<file path="config.mk">
export PLATFORM = sky130hd
export DESIGN_NAME = deadline_event_pool_scheduler
export DESIGN_NICKNAME = d
export VERILOG_FILES = /design/src/hdl/deps_pkg.sv /design/src/hdl/deadline_event_pool_scheduler.sv /design/src/hdl/deps_ram.sv
export SDC_FILE = /design/constraint.sdc
export NUM_CORES = 2
export LEC_CHECK = 0
export ABC_CLOCK_PERIOD_IN_PS = 6240
export BUFFER_PORTS_ARGS = -buffer_cell sky130_fd_sc_hd__buf_2
export CORE_MARGIN = 2
export CORE_UTILIZATION = 58
export CTS_BUF_LIST = sky130_fd_sc_hd__clkbuf_4 sky130_fd_sc_hd__clkbuf_8
export DETAILED_ROUTE_END_ITERATION = 8
export GPL_TIMING_DRIVEN = 0
export PLACE_DENSITY = 0.78
export SLEW_MARGIN = 5
export SYNTH_ARGS = -nofsm -noshare
export SYNTH_HDL_FRONTEND = slang
export SYNTH_SLANG_ARGS = --single-unit
</file>
<file path="constraint.sdc">
create_clock -name clk -period 6.24 [get_ports clk]
set_input_delay 0.624 -clock clk [delete_from_list [all_inputs] [get_ports clk]]
set_output_delay 0.624 -clock clk [all_outputs]
set_load 0.1 [all_outputs]
</file>
<file path="src/hdl/deps_pkg.sv">
// Package for the deadline event pool scheduler: constants, result kinds, controller states.
package deps_pkg;

	localparam int unsigned POOL_SIZE_DEF = 16;

	localparam int unsigned TAG_W    = 16;
	localparam int unsigned TIME_W   = 32;
	localparam int unsigned DELAY_W  = 20;
	localparam int unsigned SLEEP_W  = 16;
	localparam int unsigned KIND_W   = 2;
	localparam int unsigned ENTRY_W  = TAG_W + TIME_W;

	localparam logic [SLEEP_W-1:0] TURNAROUND_RST = 16'd100;

	localparam logic REG_TURNAROUND = 1'b0;

	localparam logic CMD_ENQUEUE = 1'b0;
	localparam logic CMD_PROCESS = 1'b1;

	localparam logic [KIND_W-1:0] KIND_ENQ_ANSWER = 2'd0;
	localparam logic [KIND_W-1:0] KIND_FIRED      = 2'd1;
	localparam logic [KIND_W-1:0] KIND_SLEEP      = 2'd2;

	typedef enum logic [2:0] {
		ST_IDLE,
		ST_ENQ,
		ST_SCAN,
		ST_WALK,
		ST_REPORT
	} ctl_state_t;

endpackage

</file>
<file path="src/hdl/deadline_event_pool_scheduler.sv">
// Deadline event pool scheduler: timed event pool kept as a linked list in slot memories.
// Enqueue: result registered in ST_ENQ; cmd_stall holds off the next command until then.
// Process with N pending: a scan of up to N entries (stops at the first event not due),
// then a walk of all N entries through the link memory read port, one entry per cycle
// while the result side takes fired events; then the sleep report.
// Reset clears control state; all slots start free, memories need no clearing.
module deadline_event_pool_scheduler #(
	parameter int unsigned POOL_SIZE = deps_pkg::POOL_SIZE_DEF
) (
	input  logic                           clk,
	input  logic                           arst_n,
	input  logic                           psel,
	input  logic                           penable,
	input  logic                           pwrite,
	input  logic [2:0]                     paddr,
	input  logic [31:0]                    pwdata,
	output logic [31:0]                    prdata,
	output logic                           pready,
	input  logic                           cmd_valid,
	output logic                           cmd_stall,
	input  logic                           command,
	input  logic [deps_pkg::TIME_W-1:0]    now_time,
	input  logic [deps_pkg::TAG_W-1:0]     event_tag,
	input  logic [deps_pkg::DELAY_W-1:0]   delay_time,
	output logic                           res_valid,
	input  logic                           res_stall,
	output logic [deps_pkg::KIND_W-1:0]    kind,
	output logic [deps_pkg::TAG_W-1:0]     fired_tag,
	output logic                           accepted,
	output logic [deps_pkg::SLEEP_W-1:0]   sleep_time,
	output logic                           any_pending,
	output logic                           last
);

	import deps_pkg::*;

	localparam int unsigned IW = (POOL_SIZE > 1) ? $clog2(POOL_SIZE) : 1;
	localparam int unsigned CW = $clog2(POOL_SIZE + 1);
	localparam logic [CW-1:0] CNT_FULL = CW'(POOL_SIZE);
	localparam logic [CW-1:0] CNT_ONE  = CW'(1);
	localparam logic [IW-1:0] IDX_LAST = IW'(POOL_SIZE - 1);

	ctl_state_t st_q, st_d;

	logic [SLEEP_W-1:0] turnaround_q;
	logic [IW-1:0]      head_q, tail_q;
	logic [CW-1:0]      count_q;
	logic [CW-1:0]      fresh_q;
	logic [IW-1:0]      fwr_q, frd_q;
	logic [CW-1:0]      rem_q;
	logic [IW-1:0]      cur_q;
	logic [CW-1:0]      nkeep_q;
	logic [IW-1:0]      nhead_q, lastk_q;
	logic               fired_q, anyp_q, full_q;
	logic [SLEEP_W-1:0] sleep_q;
	logic [TIME_W-1:0]  now_q;
	logic [TAG_W-1:0]   tag_q;
	logic [DELAY_W-1:0] delay_q;

	logic               res_valid_q;
	logic [KIND_W-1:0]  kind_q;
	logic [TAG_W-1:0]   fired_tag_q;
	logic               accepted_q;
	logic [SLEEP_W-1:0] sleep_time_q;
	logic               any_pending_q;
	logic               last_q;

	logic               ent_we;
	logic [IW-1:0]      ent_waddr;
	logic [ENTRY_W-1:0] ent_wdata, ent_rdata;
	logic               lnk_we;
	logic [IW-1:0]      lnk_waddr, lnk_wdata, lnk_rdata;
	logic               rd_en;
	logic [IW-1:0]      rd_addr;
	logic               fre_we, fre_re;
	logic [IW-1:0]      fre_rdata;

	logic               take, ofree, cfg_wr;
	logic [TIME_W-1:0]  diff;
	logic               due, last_entry, walk_step;
	logic               use_fresh;
	logic [IW-1:0]      new_slot;
	logic [TIME_W-1:0]  expiry;
	logic               enq_do, fire_do, report_do, keep_do;

	assign pready    = 1'b1;
	assign cfg_wr    = psel && penable && pwrite;
	assign prdata    = (paddr[2] == REG_TURNAROUND) ? {16'b0, turnaround_q} : 32'b0;

	assign cmd_stall = (st_q != ST_IDLE);
	assign take      = cmd_valid && !cmd_stall;
	assign ofree     = !res_valid_q || !res_stall;

	assign diff       = ent_rdata[TIME_W-1:0] - now_q;
	assign due        = (diff == '0) || diff[TIME_W-1];
	assign last_entry = (rem_q == CNT_ONE);
	assign walk_step  = !due || ofree;

	assign use_fresh = (fresh_q != CNT_FULL);
	assign new_slot  = use_fresh ? fresh_q[IW-1:0] : fre_rdata;
	assign expiry    = now_q + {{(TIME_W - DELAY_W){1'b0}}, delay_q};

	assign enq_do    = (st_q == ST_ENQ) && ofree;
	assign fire_do   = (st_q == ST_WALK) && due && ofree;
	assign keep_do   = (st_q == ST_WALK) && !due;
	assign report_do = (st_q == ST_REPORT) && ofree;

	always_comb begin
		st_d = st_q;
		unique case (st_q)
			ST_IDLE: begin
				if (take) begin
					if (command == CMD_ENQUEUE) begin
						st_d = ST_ENQ;
					end else if (count_q == '0) begin
						st_d = ST_REPORT;
					end else begin
						st_d = ST_SCAN;
					end
				end
			end
			ST_ENQ: begin
				if (ofree) begin
					st_d = ST_IDLE;
				end
			end
			ST_SCAN: begin
				if (!due || last_entry) begin
					st_d = ST_WALK;
				end
			end
			ST_WALK: begin
				if (walk_step && last_entry) begin
					st_d = ST_REPORT;
				end
			end
			ST_REPORT: begin
				if (ofree) begin
					st_d = ST_IDLE;
				end
			end
			default: st_d = ST_IDLE;
		endcase
	end

	always_comb begin
		rd_en     = 1'b0;
		rd_addr   = lnk_rdata;
		fre_re    = 1'b0;
		ent_we    = 1'b0;
		ent_waddr = new_slot;
		ent_wdata = {tag_q, expiry};
		lnk_we    = 1'b0;
		lnk_waddr = tail_q;
		lnk_wdata = new_slot;
		fre_we    = fire_do;
		unique case (st_q)
			ST_IDLE: begin
				rd_en   = take && (command == CMD_PROCESS);
				rd_addr = head_q;
				fre_re  = take && (command == CMD_ENQUEUE);
			end
			ST_ENQ: begin
				ent_we = enq_do && !full_q;
				lnk_we = enq_do && !full_q && (count_q != '0);
			end
			ST_SCAN: begin
				rd_en = 1'b1;
				if (!due || last_entry) begin
					rd_addr = head_q;
				end
			end
			ST_WALK: begin
				rd_en     = walk_step;
				lnk_we    = keep_do && (nkeep_q != '0);
				lnk_waddr = lastk_q;
				lnk_wdata = cur_q;
			end
			ST_REPORT: begin
			end
			default: begin
			end
		endcase
	end

	deps_ram #(.WIDTH(ENTRY_W), .DEPTH(POOL_SIZE)) u_entry_ram (
		.clk   (clk),
		.we    (ent_we),
		.waddr (ent_waddr),
		.wdata (ent_wdata),
		.re    (rd_en),
		.raddr (rd_addr),
		.rdata (ent_rdata)
	);

	deps_ram #(.WIDTH(IW), .DEPTH(POOL_SIZE)) u_link_ram (
		.clk   (clk),
		.we    (lnk_we),
		.waddr (lnk_waddr),
		.wdata (lnk_wdata),
		.re    (rd_en),
		.raddr (rd_addr),
		.rdata (lnk_rdata)
	);

	deps_ram #(.WIDTH(IW), .DEPTH(POOL_SIZE)) u_free_ram (
		.clk   (clk),
		.we    (fre_we),
		.waddr (fwr_q),
		.wdata (cur_q),
		.re    (fre_re),
		.raddr (frd_q),
		.rdata (fre_rdata)
	);

	always_ff @(posedge clk or negedge arst_n) begin
		if (!arst_n) begin
			st_q         <= ST_IDLE;
			turnaround_q <= TURNAROUND_RST;
			head_q       <= '0;
			tail_q       <= '0;
			count_q      <= '0;
			fresh_q      <= '0;
			fwr_q        <= '0;
			frd_q        <= '0;
			rem_q        <= '0;
			nkeep_q      <= '0;
			fired_q      <= 1'b0;
			anyp_q       <= 1'b0;
			full_q       <= 1'b0;
			res_valid_q  <= 1'b0;
		end else begin
			st_q <= st_d;
			if (cfg_wr && (paddr[2] == REG_TURNAROUND)) begin
				turnaround_q <= pwdata[SLEEP_W-1:0];
			end
			if (take) begin
				full_q  <= (count_q == CNT_FULL);
				rem_q   <= count_q;
				nkeep_q <= '0;
				fired_q <= 1'b0;
				anyp_q  <= 1'b0;
			end
			if (enq_do && !full_q) begin
				if (count_q == '0) begin
					head_q <= new_slot;
				end
				tail_q  <= new_slot;
				count_q <= count_q + CNT_ONE;
				if (use_fresh) begin
					fresh_q <= fresh_q + CNT_ONE;
				end else begin
					frd_q <= (frd_q == IDX_LAST) ? '0 : frd_q + IW'(1);
				end
			end
			if (st_q == ST_SCAN) begin
				if (!due) begin
					anyp_q <= 1'b1;
				end
				if (!due || last_entry) begin
					rem_q <= count_q;
				end else begin
					rem_q <= rem_q - CNT_ONE;
				end
			end
			if ((st_q == ST_WALK) && walk_step) begin
				rem_q <= rem_q - CNT_ONE;
			end
			if (fire_do) begin
				fired_q <= 1'b1;
				fwr_q   <= (fwr_q == IDX_LAST) ? '0 : fwr_q + IW'(1);
			end
			if (keep_do) begin
				nkeep_q <= nkeep_q + CNT_ONE;
			end
			if (report_do) begin
				count_q <= nkeep_q;
				head_q  <= (nkeep_q != '0) ? nhead_q : '0;
				tail_q  <= (nkeep_q != '0) ? lastk_q : '0;
			end
			if (enq_do || fire_do || report_do) begin
				res_valid_q <= 1'b1;
			end else if (!res_stall) begin
				res_valid_q <= 1'b0;
			end
		end
	end

	always_ff @(posedge clk) begin
		if (take) begin
			now_q   <= now_time;
			tag_q   <= event_tag;
			delay_q <= delay_time;
			sleep_q <= turnaround_q;
		end
		if (rd_en) begin
			cur_q <= rd_addr;
		end
		if (keep_do) begin
			if (nkeep_q == '0) begin
				nhead_q <= cur_q;
			end
			lastk_q <= cur_q;
			if (diff < {{(TIME_W - SLEEP_W){1'b0}}, sleep_q}) begin
				sleep_q <= diff[SLEEP_W-1:0];
			end
		end
		if (enq_do) begin
			kind_q        <= KIND_ENQ_ANSWER;
			fired_tag_q   <= '0;
			accepted_q    <= !full_q;
			sleep_time_q  <= '0;
			any_pending_q <= !full_q || (count_q != '0);
			last_q        <= 1'b1;
		end else if (fire_do) begin
			kind_q        <= KIND_FIRED;
			fired_tag_q   <= ent_rdata[ENTRY_W-1:TIME_W];
			accepted_q    <= 1'b0;
			sleep_time_q  <= '0;
			any_pending_q <= anyp_q;
			last_q        <= 1'b0;
		end else if (report_do) begin
			kind_q        <= KIND_SLEEP;
			fired_tag_q   <= '0;
			accepted_q    <= 1'b0;
			sleep_time_q  <= fired_q ? '0 : sleep_q;
			any_pending_q <= (nkeep_q != '0);
			last_q        <= 1'b1;
		end
	end

	assign res_valid   = res_valid_q;
	assign kind        = kind_q;
	assign fired_tag   = fired_tag_q;
	assign accepted    = accepted_q;
	assign sleep_time  = sleep_time_q;
	assign any_pending = any_pending_q;
	assign last        = last_q;

endmodule

</file>
<file path="src/hdl/deps_ram.sv">
// Generic single-write, single-read synchronous RAM with registered read data.
module deps_ram #(
	parameter int unsigned WIDTH = 8,
	parameter int unsigned DEPTH = 16,
	localparam int unsigned AW = (DEPTH > 1) ? $clog2(DEPTH) : 1
) (
	input  logic             clk,
	input  logic             we,
	input  logic [AW-1:0]    waddr,
	input  logic [WIDTH-1:0] wdata,
	input  logic             re,
	input  logic [AW-1:0]    raddr,
	output logic [WIDTH-1:0] rdata
);

	logic [WIDTH-1:0] mem [DEPTH];

	always_ff @(posedge clk) begin
		if (we) begin
			mem[waddr] <= wdata;
		end
		if (re) begin
			rdata <= mem[raddr];
		end
	end

endmodule
</file>
==> impl_summary.md <==
Timing
The number of endpoints failing setup at the final stage is 1. The worst pin sits at a relative slew slack of 6.91%. The final critical path takes up 100% of the cycle.

For the final database, setup skew stands at 0.0527 ns. The max-slew violation count was 0. In the post-route analysis, the smallest setup slack over all paths is -0.000797 ns. Setup repair after global routing left no endpoint under its margin.

The number of hold violations in the final report came to 0. Hold is met by 0.104 ns. The accumulated negative setup slack is -0.000797 ns. The actual transition at the worst max-transition pin is 1.40 ns. Based on the critical path, the design can be clocked at up to approximately 160 MHz.

The clock period minus worst slack is 6.24 ns.

Synth
By area, the combinational part of the netlist is dominated by compound AO/OA/AOI/OAI gates. The number of distinct library cell variants in the gate-level netlist after synthesis is 88. The mapped netlist covers 54600 um2. Of all flip-flops after synthesis, the portion carrying an async set or reset was 5.16%. In this run, synthesis produced a sequential element count of 1144. Of the post-synthesis cell area, the part taken by muxes is 4.59%. Summing the areas of all compound-gate instances in the mapped netlist gives 15.7% of the synthesized area. The sequential area share after synthesis is 61.5%. The xor-xnor portion of the synthesized cell area is 0.770%. The predominant post-synthesis flop cell is sky130_fd_sc_hd__edfxtp_1. The share of synthesized cell area in and, or, nand and nor gates is about 12%.

The gate count of the mapped netlist is 4428. Counting flops with a built-in enable in the synthesized netlist gives slightly above 1k. The number of synthesis warnings is 0. The average instance in the mapped netlist occupies 12.3 um2. The adder-cell area share of the yosys netlist is under 10%.

Power
Power spread over the standard cell area amounts to 582 nW/um2. The cell-internal power is ~0.02 W. The static leakage is 22.5 nW. The power share of the sequential group is 30.4%. In this run switching power makes up 45.6% of total power. Across the VDD grid, the largest voltage drop is 0.297 mV.

The combinational power share is 51.7%. In this run the power spent charging and discharging nets is 0.0167 W. The share of power burned in the clock network is 17.8%.

Die
The die outline area is 96600 um2. The height of the chip is around 310 um. In this run the core area contains ~110 standard-cell rows. The initial utilization of the core area, before any placement, comes to 58.5%. The horizontal extent of the die is 311 um. The I/O pin count is 183. The standard cell core area is ~93000 um2.

Setup path
Broken down by cell family, the worst path's largest delay share belongs to compound AO/OA/AOI/OAI gates. The cell depth of the worst flop-to-flop path is 17. The critical setup path kind is flip-flop to flip-flop. The startpoint identified for the worst register-to-register timing path is now_q[1]. The worst setup path is captured at a flip-flop. The delay of the slowest cell on the worst path is ~0.78 ns. Counting buffers and inverters, the worst setup path is 17 cells deep. The destination of the worst register-to-register timing path is u_entry_ram.rdata[28]. The timing endpoint of the critical path is u_entry_ram.rdata[28]. The register-to-register setup slack is -0.0008 ns. The most critical setup path has its startpoint at now_q[1]. At the worst endpoint, the arrival time is 6.84 ns.

Data on the critical path is required at its endpoint by approximately 7 ns. On the critical path, the stage with the largest delay is an instance of sky130_fd_sc_hd__a221oi_2. The most numerous cell type found on the critical path is sky130_fd_sc_hd__buf_2.

The kind of launch point of the worst setup path is a flip-flop. Traced cell by cell, the critical path runs through inv_1 -> ha_1 -> nor2b_1 -> o31a_1 -> o211ai_1 -> a31oi_1 -> o2111ai_1 -> a21o_2 -> o21a_1 -> buf_2 -> clkbuf_1 -> nand4b_1 -> a221oi_2 -> buf_4 -> buf_2 -> a32o_1 -> nor4_4. The worst-path maximum fanout is 10.

The critical path contains buffers and inverters numbering 5 combined.

Route
The met1 wire length is roughly 62000 um. In the detailed route, the total length drawn on met2 is a little under 80000 um. The DRC violation total after the first TritonRoute iteration is 7063. Dividing the detail-routed via count by the number of cells gives between 6 and 7. The final route contains 42.7k vias. The routed design uses 21500 um of met3 wire. The count of TritonRoute iterations in the first routing pass is 7.

The highest metal layer carrying signal wires in the routed design is met5. For this block, the routed nets add up to 171000 um of wire. The count of nets left with antenna violations once routing finished came out at 0. The post-route DRC violation count is 0.

After detailed routing, the average wire length per cell comes to 27.1 um.

CTS
The H-tree depth is 4. The later pin in the worst-skew pair is clocked with a latency of 0.90 ns. Clock-pin slew was measured on the worst setup and hold paths at 0.06 ns. The clock tree from TritonCTS is done. The buffer type at the clock tree root is sky130_fd_sc_hd__clkbuf_8.

Counting the buffers created by CTS gives around 190. The clock net in this run drives a total of 1144 sinks. The maximum buffer depth of the clock tree is 3.

Run status
The flow ran to the end, but the final reports show violations. The checks that failed: setup timing.

Cells and area
The final layout contains 5106 nets. The layout-stage area growth over the synthesis result is 15.4%. The layout has 6659 filler cells. In the layout the commonest cells are 1034 x sky130_fd_sc_hd__edfxtp_1, 398 x sky130_fd_sc_hd__nand2_1, 268 x sky130_fd_sc_hd__nand2b_1. The library cell used most frequently in the layout, excluding fill and tap cells, is sky130_fd_sc_hd__edfxtp_1. In the final layout, the share of cells above drive strength 1 is about 15%.

Placed design
The post-DP HPWL is 117000 um. Input and output buffers added on the ports amount to 147. The final weighted congestion in routability-driven placement is 0.934.

Before CTS, the worst setup slack after placement is -1.40 ns.

Global route
The number of global-route vias before repair came to 41.3k. Across every metal layer, demand over resource in global routing totals about a third. Entering global routing, the biggest net connects 60 pins. The global-route wire length before repair is ~250000 um. The number of antenna violations at the first check in global routing is 3. For this run the aggregate overflow at the end of global routing stands at 0.

Flow run
Across the run, the number of max-cap violations was 0.

Worst hold path
In this run the worst hold path is classified as primary input to flip-flop.
[power by group through the flow]
| stage | clock network [W] | logic (W) | registers, W |
|---|---|---|---|
| 2_1_floorplan | 0 | 0.0107 | 0.0119 |
| 3_3_place_gp | 0 | 0.0170 | 0.0114 |
| 3_5_place_dp | 0 | 0.0177 | 0.0113 |
| 4_1_cts | 0.00655 | 0.0179 | 0.0111 |
| 5_1_grt | 0.00689 | 0.0197 | 0.0112 |
| 6_report | 0.00654 | 0.0190 | 0.0112 |
[metal layers]
layer | global-route usage [%] | vias to the layer above
met5 | 0 | -
met4 | 20.2 | 7
met3 | 9.13 | 636
met2 | 52.7 | 3257
met1 | 44.8 | 20700
li1 | - | 18100
[registers in the layout (all words and copies together), names as in the netlist, 5 cells and up]
| signal | flops |
|---|---|
| u_entry_ram.rdata | 48 |
| u_entry_ram.mem | 768 |
| nkeep_q | 5 |
| u_free_ram.mem | 64 |
| rem_q | 5 |
| delay_q | 20 |
| now_q | 32 |
| fired_tag | 16 |
| fresh_q | 5 |
| sleep_time | 16 |
| u_link_ram.mem | 64 |
| sleep_q | 16 |
| count_q | 5 |
| turnaround_q | 16 |
| tag_q | 16 |
[synthesized netlist by cell type (14+ instances only)]
cell                       number  share of area (%)
sky130_fd_sc_hd__a21o_1        19               0.26
sky130_fd_sc_hd__nor2_1       223                1.5
sky130_fd_sc_hd__o21ai_0      196                1.8
sky130_fd_sc_hd__dfxtp_1       51                1.9
sky130_fd_sc_hd__buf_4         28               0.39
sky130_fd_sc_hd__a221o_1       54               0.99
sky130_fd_sc_hd__nor3_1        50               0.46
sky130_fd_sc_hd__a31oi_1       14               0.16
sky130_fd_sc_hd__clkbuf_1     264                1.8
sky130_fd_sc_hd__or3_1         14               0.16
sky130_fd_sc_hd__nor4_1        55               0.63
sky130_fd_sc_hd__inv_1         93               0.64
sky130_fd_sc_hd__a32o_1       106                1.9
sky130_fd_sc_hd__nand2_1      398                2.7
sky130_fd_sc_hd__a22oi_1      166                2.3
sky130_fd_sc_hd__xnor2_1       38               0.61
sky130_fd_sc_hd__nand3_1      140                1.3
sky130_fd_sc_hd__a22o_1       107                1.7
sky130_fd_sc_hd__dfrtp_1       56                2.6
sky130_fd_sc_hd__o21a_1        15               0.21
sky130_fd_sc_hd__buf_2         48               0.44
sky130_fd_sc_hd__nor2b_1       26               0.30
sky130_fd_sc_hd__a211oi_1     117                1.6
sky130_fd_sc_hd__ha_1          79                1.8
sky130_fd_sc_hd__nand4_1       15               0.17
sky130_fd_sc_hd__mux2i_1      195                3.6
sky130_fd_sc_hd__o32ai_1      104                1.7
sky130_fd_sc_hd__nand2b_1     268                3.1
sky130_fd_sc_hd__mux2_2        33               0.68
sky130_fd_sc_hd__a21oi_1       93               0.85
sky130_fd_sc_hd__and2_1        25               0.29
sky130_fd_sc_hd__edfxtp_1    1034                 57
sky130_fd_sc_hd__and3_1        72               0.83
sky130_fd_sc_hd__a21boi_0      59               0.81
[metrics by stage]
step / cell area (um2) / instances / util, % / power (W)
2_1_floorplan: 54600 / 4443 / - / 0.0225
3_3_place_gp: 57000 / 5844 / 61.0 / 0.0284
3_5_place_dp: 57900 / 5891 / 62.1 / 0.0290
4_1_cts: 62600 / 6316 / 67.1 / 0.0356
5_1_grt: 63000 / 6320 / 67.5 / 0.0379
6_report: 63000 / 6323 / 67.5 / 0.0367
[logic make-up (layout without fill, tap and decap cells)]
logic type / count (synthesis) / in the layout
AOI/OAI and AO/OA: 1141 / 1141
xor gates and xnor gates: 48 / 48
adders and majority gates: 81 / 81
buffers and inverters: 450 / 1071
DFF: 1144 / 1144
muxes: 236 / 236
other: 2 / 22
and+or+nand+nor: 1326 / 1326
[how the worst min path moves through the flow]
stage	start	endpoint	cells after the start
after floorplan	arst_n	anyp_q	0
after global routing	cmd_valid	anyp_q	4
final	cmd_valid	anyp_q	4
after CTS	cmd_valid	anyp_q	4
after global placement	kind[0]	kind[0]	1
after detailed placement	u_entry_ram.rdata[40]	fired_tag[8]	2
[area by class of cell]
type / instances / area [um2] / area share [%]
Buffer: 354 / 1600 / 2.54
Clock inverter: 69 / 445 / 0.707
Multi-Input combinational cell: 2849 / 19900 / 31.5
Clock buffer: 270 / 3240 / 5.14
Inverter: 94 / 353 / 0.560
Sequential cell: 1144 / 33600 / 53.2
Timing Repair Buffer: 284 / 2380 / 3.77
Antenna cell: 5 / 12.5 / 0.0199
Tap cell: 1254 / 1570 / 2.49
[worst reg2reg max path: stages, from the launching register on]
cell and delay [ns]:
sky130_fd_sc_hd__edfxtp_1 0.41, sky130_fd_sc_hd__inv_1 0.18, sky130_fd_sc_hd__ha_1 0.26, sky130_fd_sc_hd__nor2b_1 0.18, sky130_fd_sc_hd__o31a_1 0.34, sky130_fd_sc_hd__o211ai_1 0.53, sky130_fd_sc_hd__a31oi_1 0.30, sky130_fd_sc_hd__o2111ai_1 0.44
sky130_fd_sc_hd__a21o_2 0.47, sky130_fd_sc_hd__o21a_1 0.19, sky130_fd_sc_hd__buf_2 0.20, sky130_fd_sc_hd__clkbuf_1 0.44, sky130_fd_sc_hd__nand4b_1 0.23, sky130_fd_sc_hd__a221oi_2 0.78, sky130_fd_sc_hd__buf_4 0.35, sky130_fd_sc_hd__buf_2 0.29
sky130_fd_sc_hd__a32o_1 0.28, sky130_fd_sc_hd__nor4_4 0.10
[timing repair]
action                                  CTS  global route
hold buffers                             85             0
setup buffers                             3             2
resized for setup                        32            94
pin swaps                                 2             1
endpoints found under the hold margin   140             0
endpoints found under the setup margin   55            63
No activity file was read; power rests on OpenSTA's default activity.
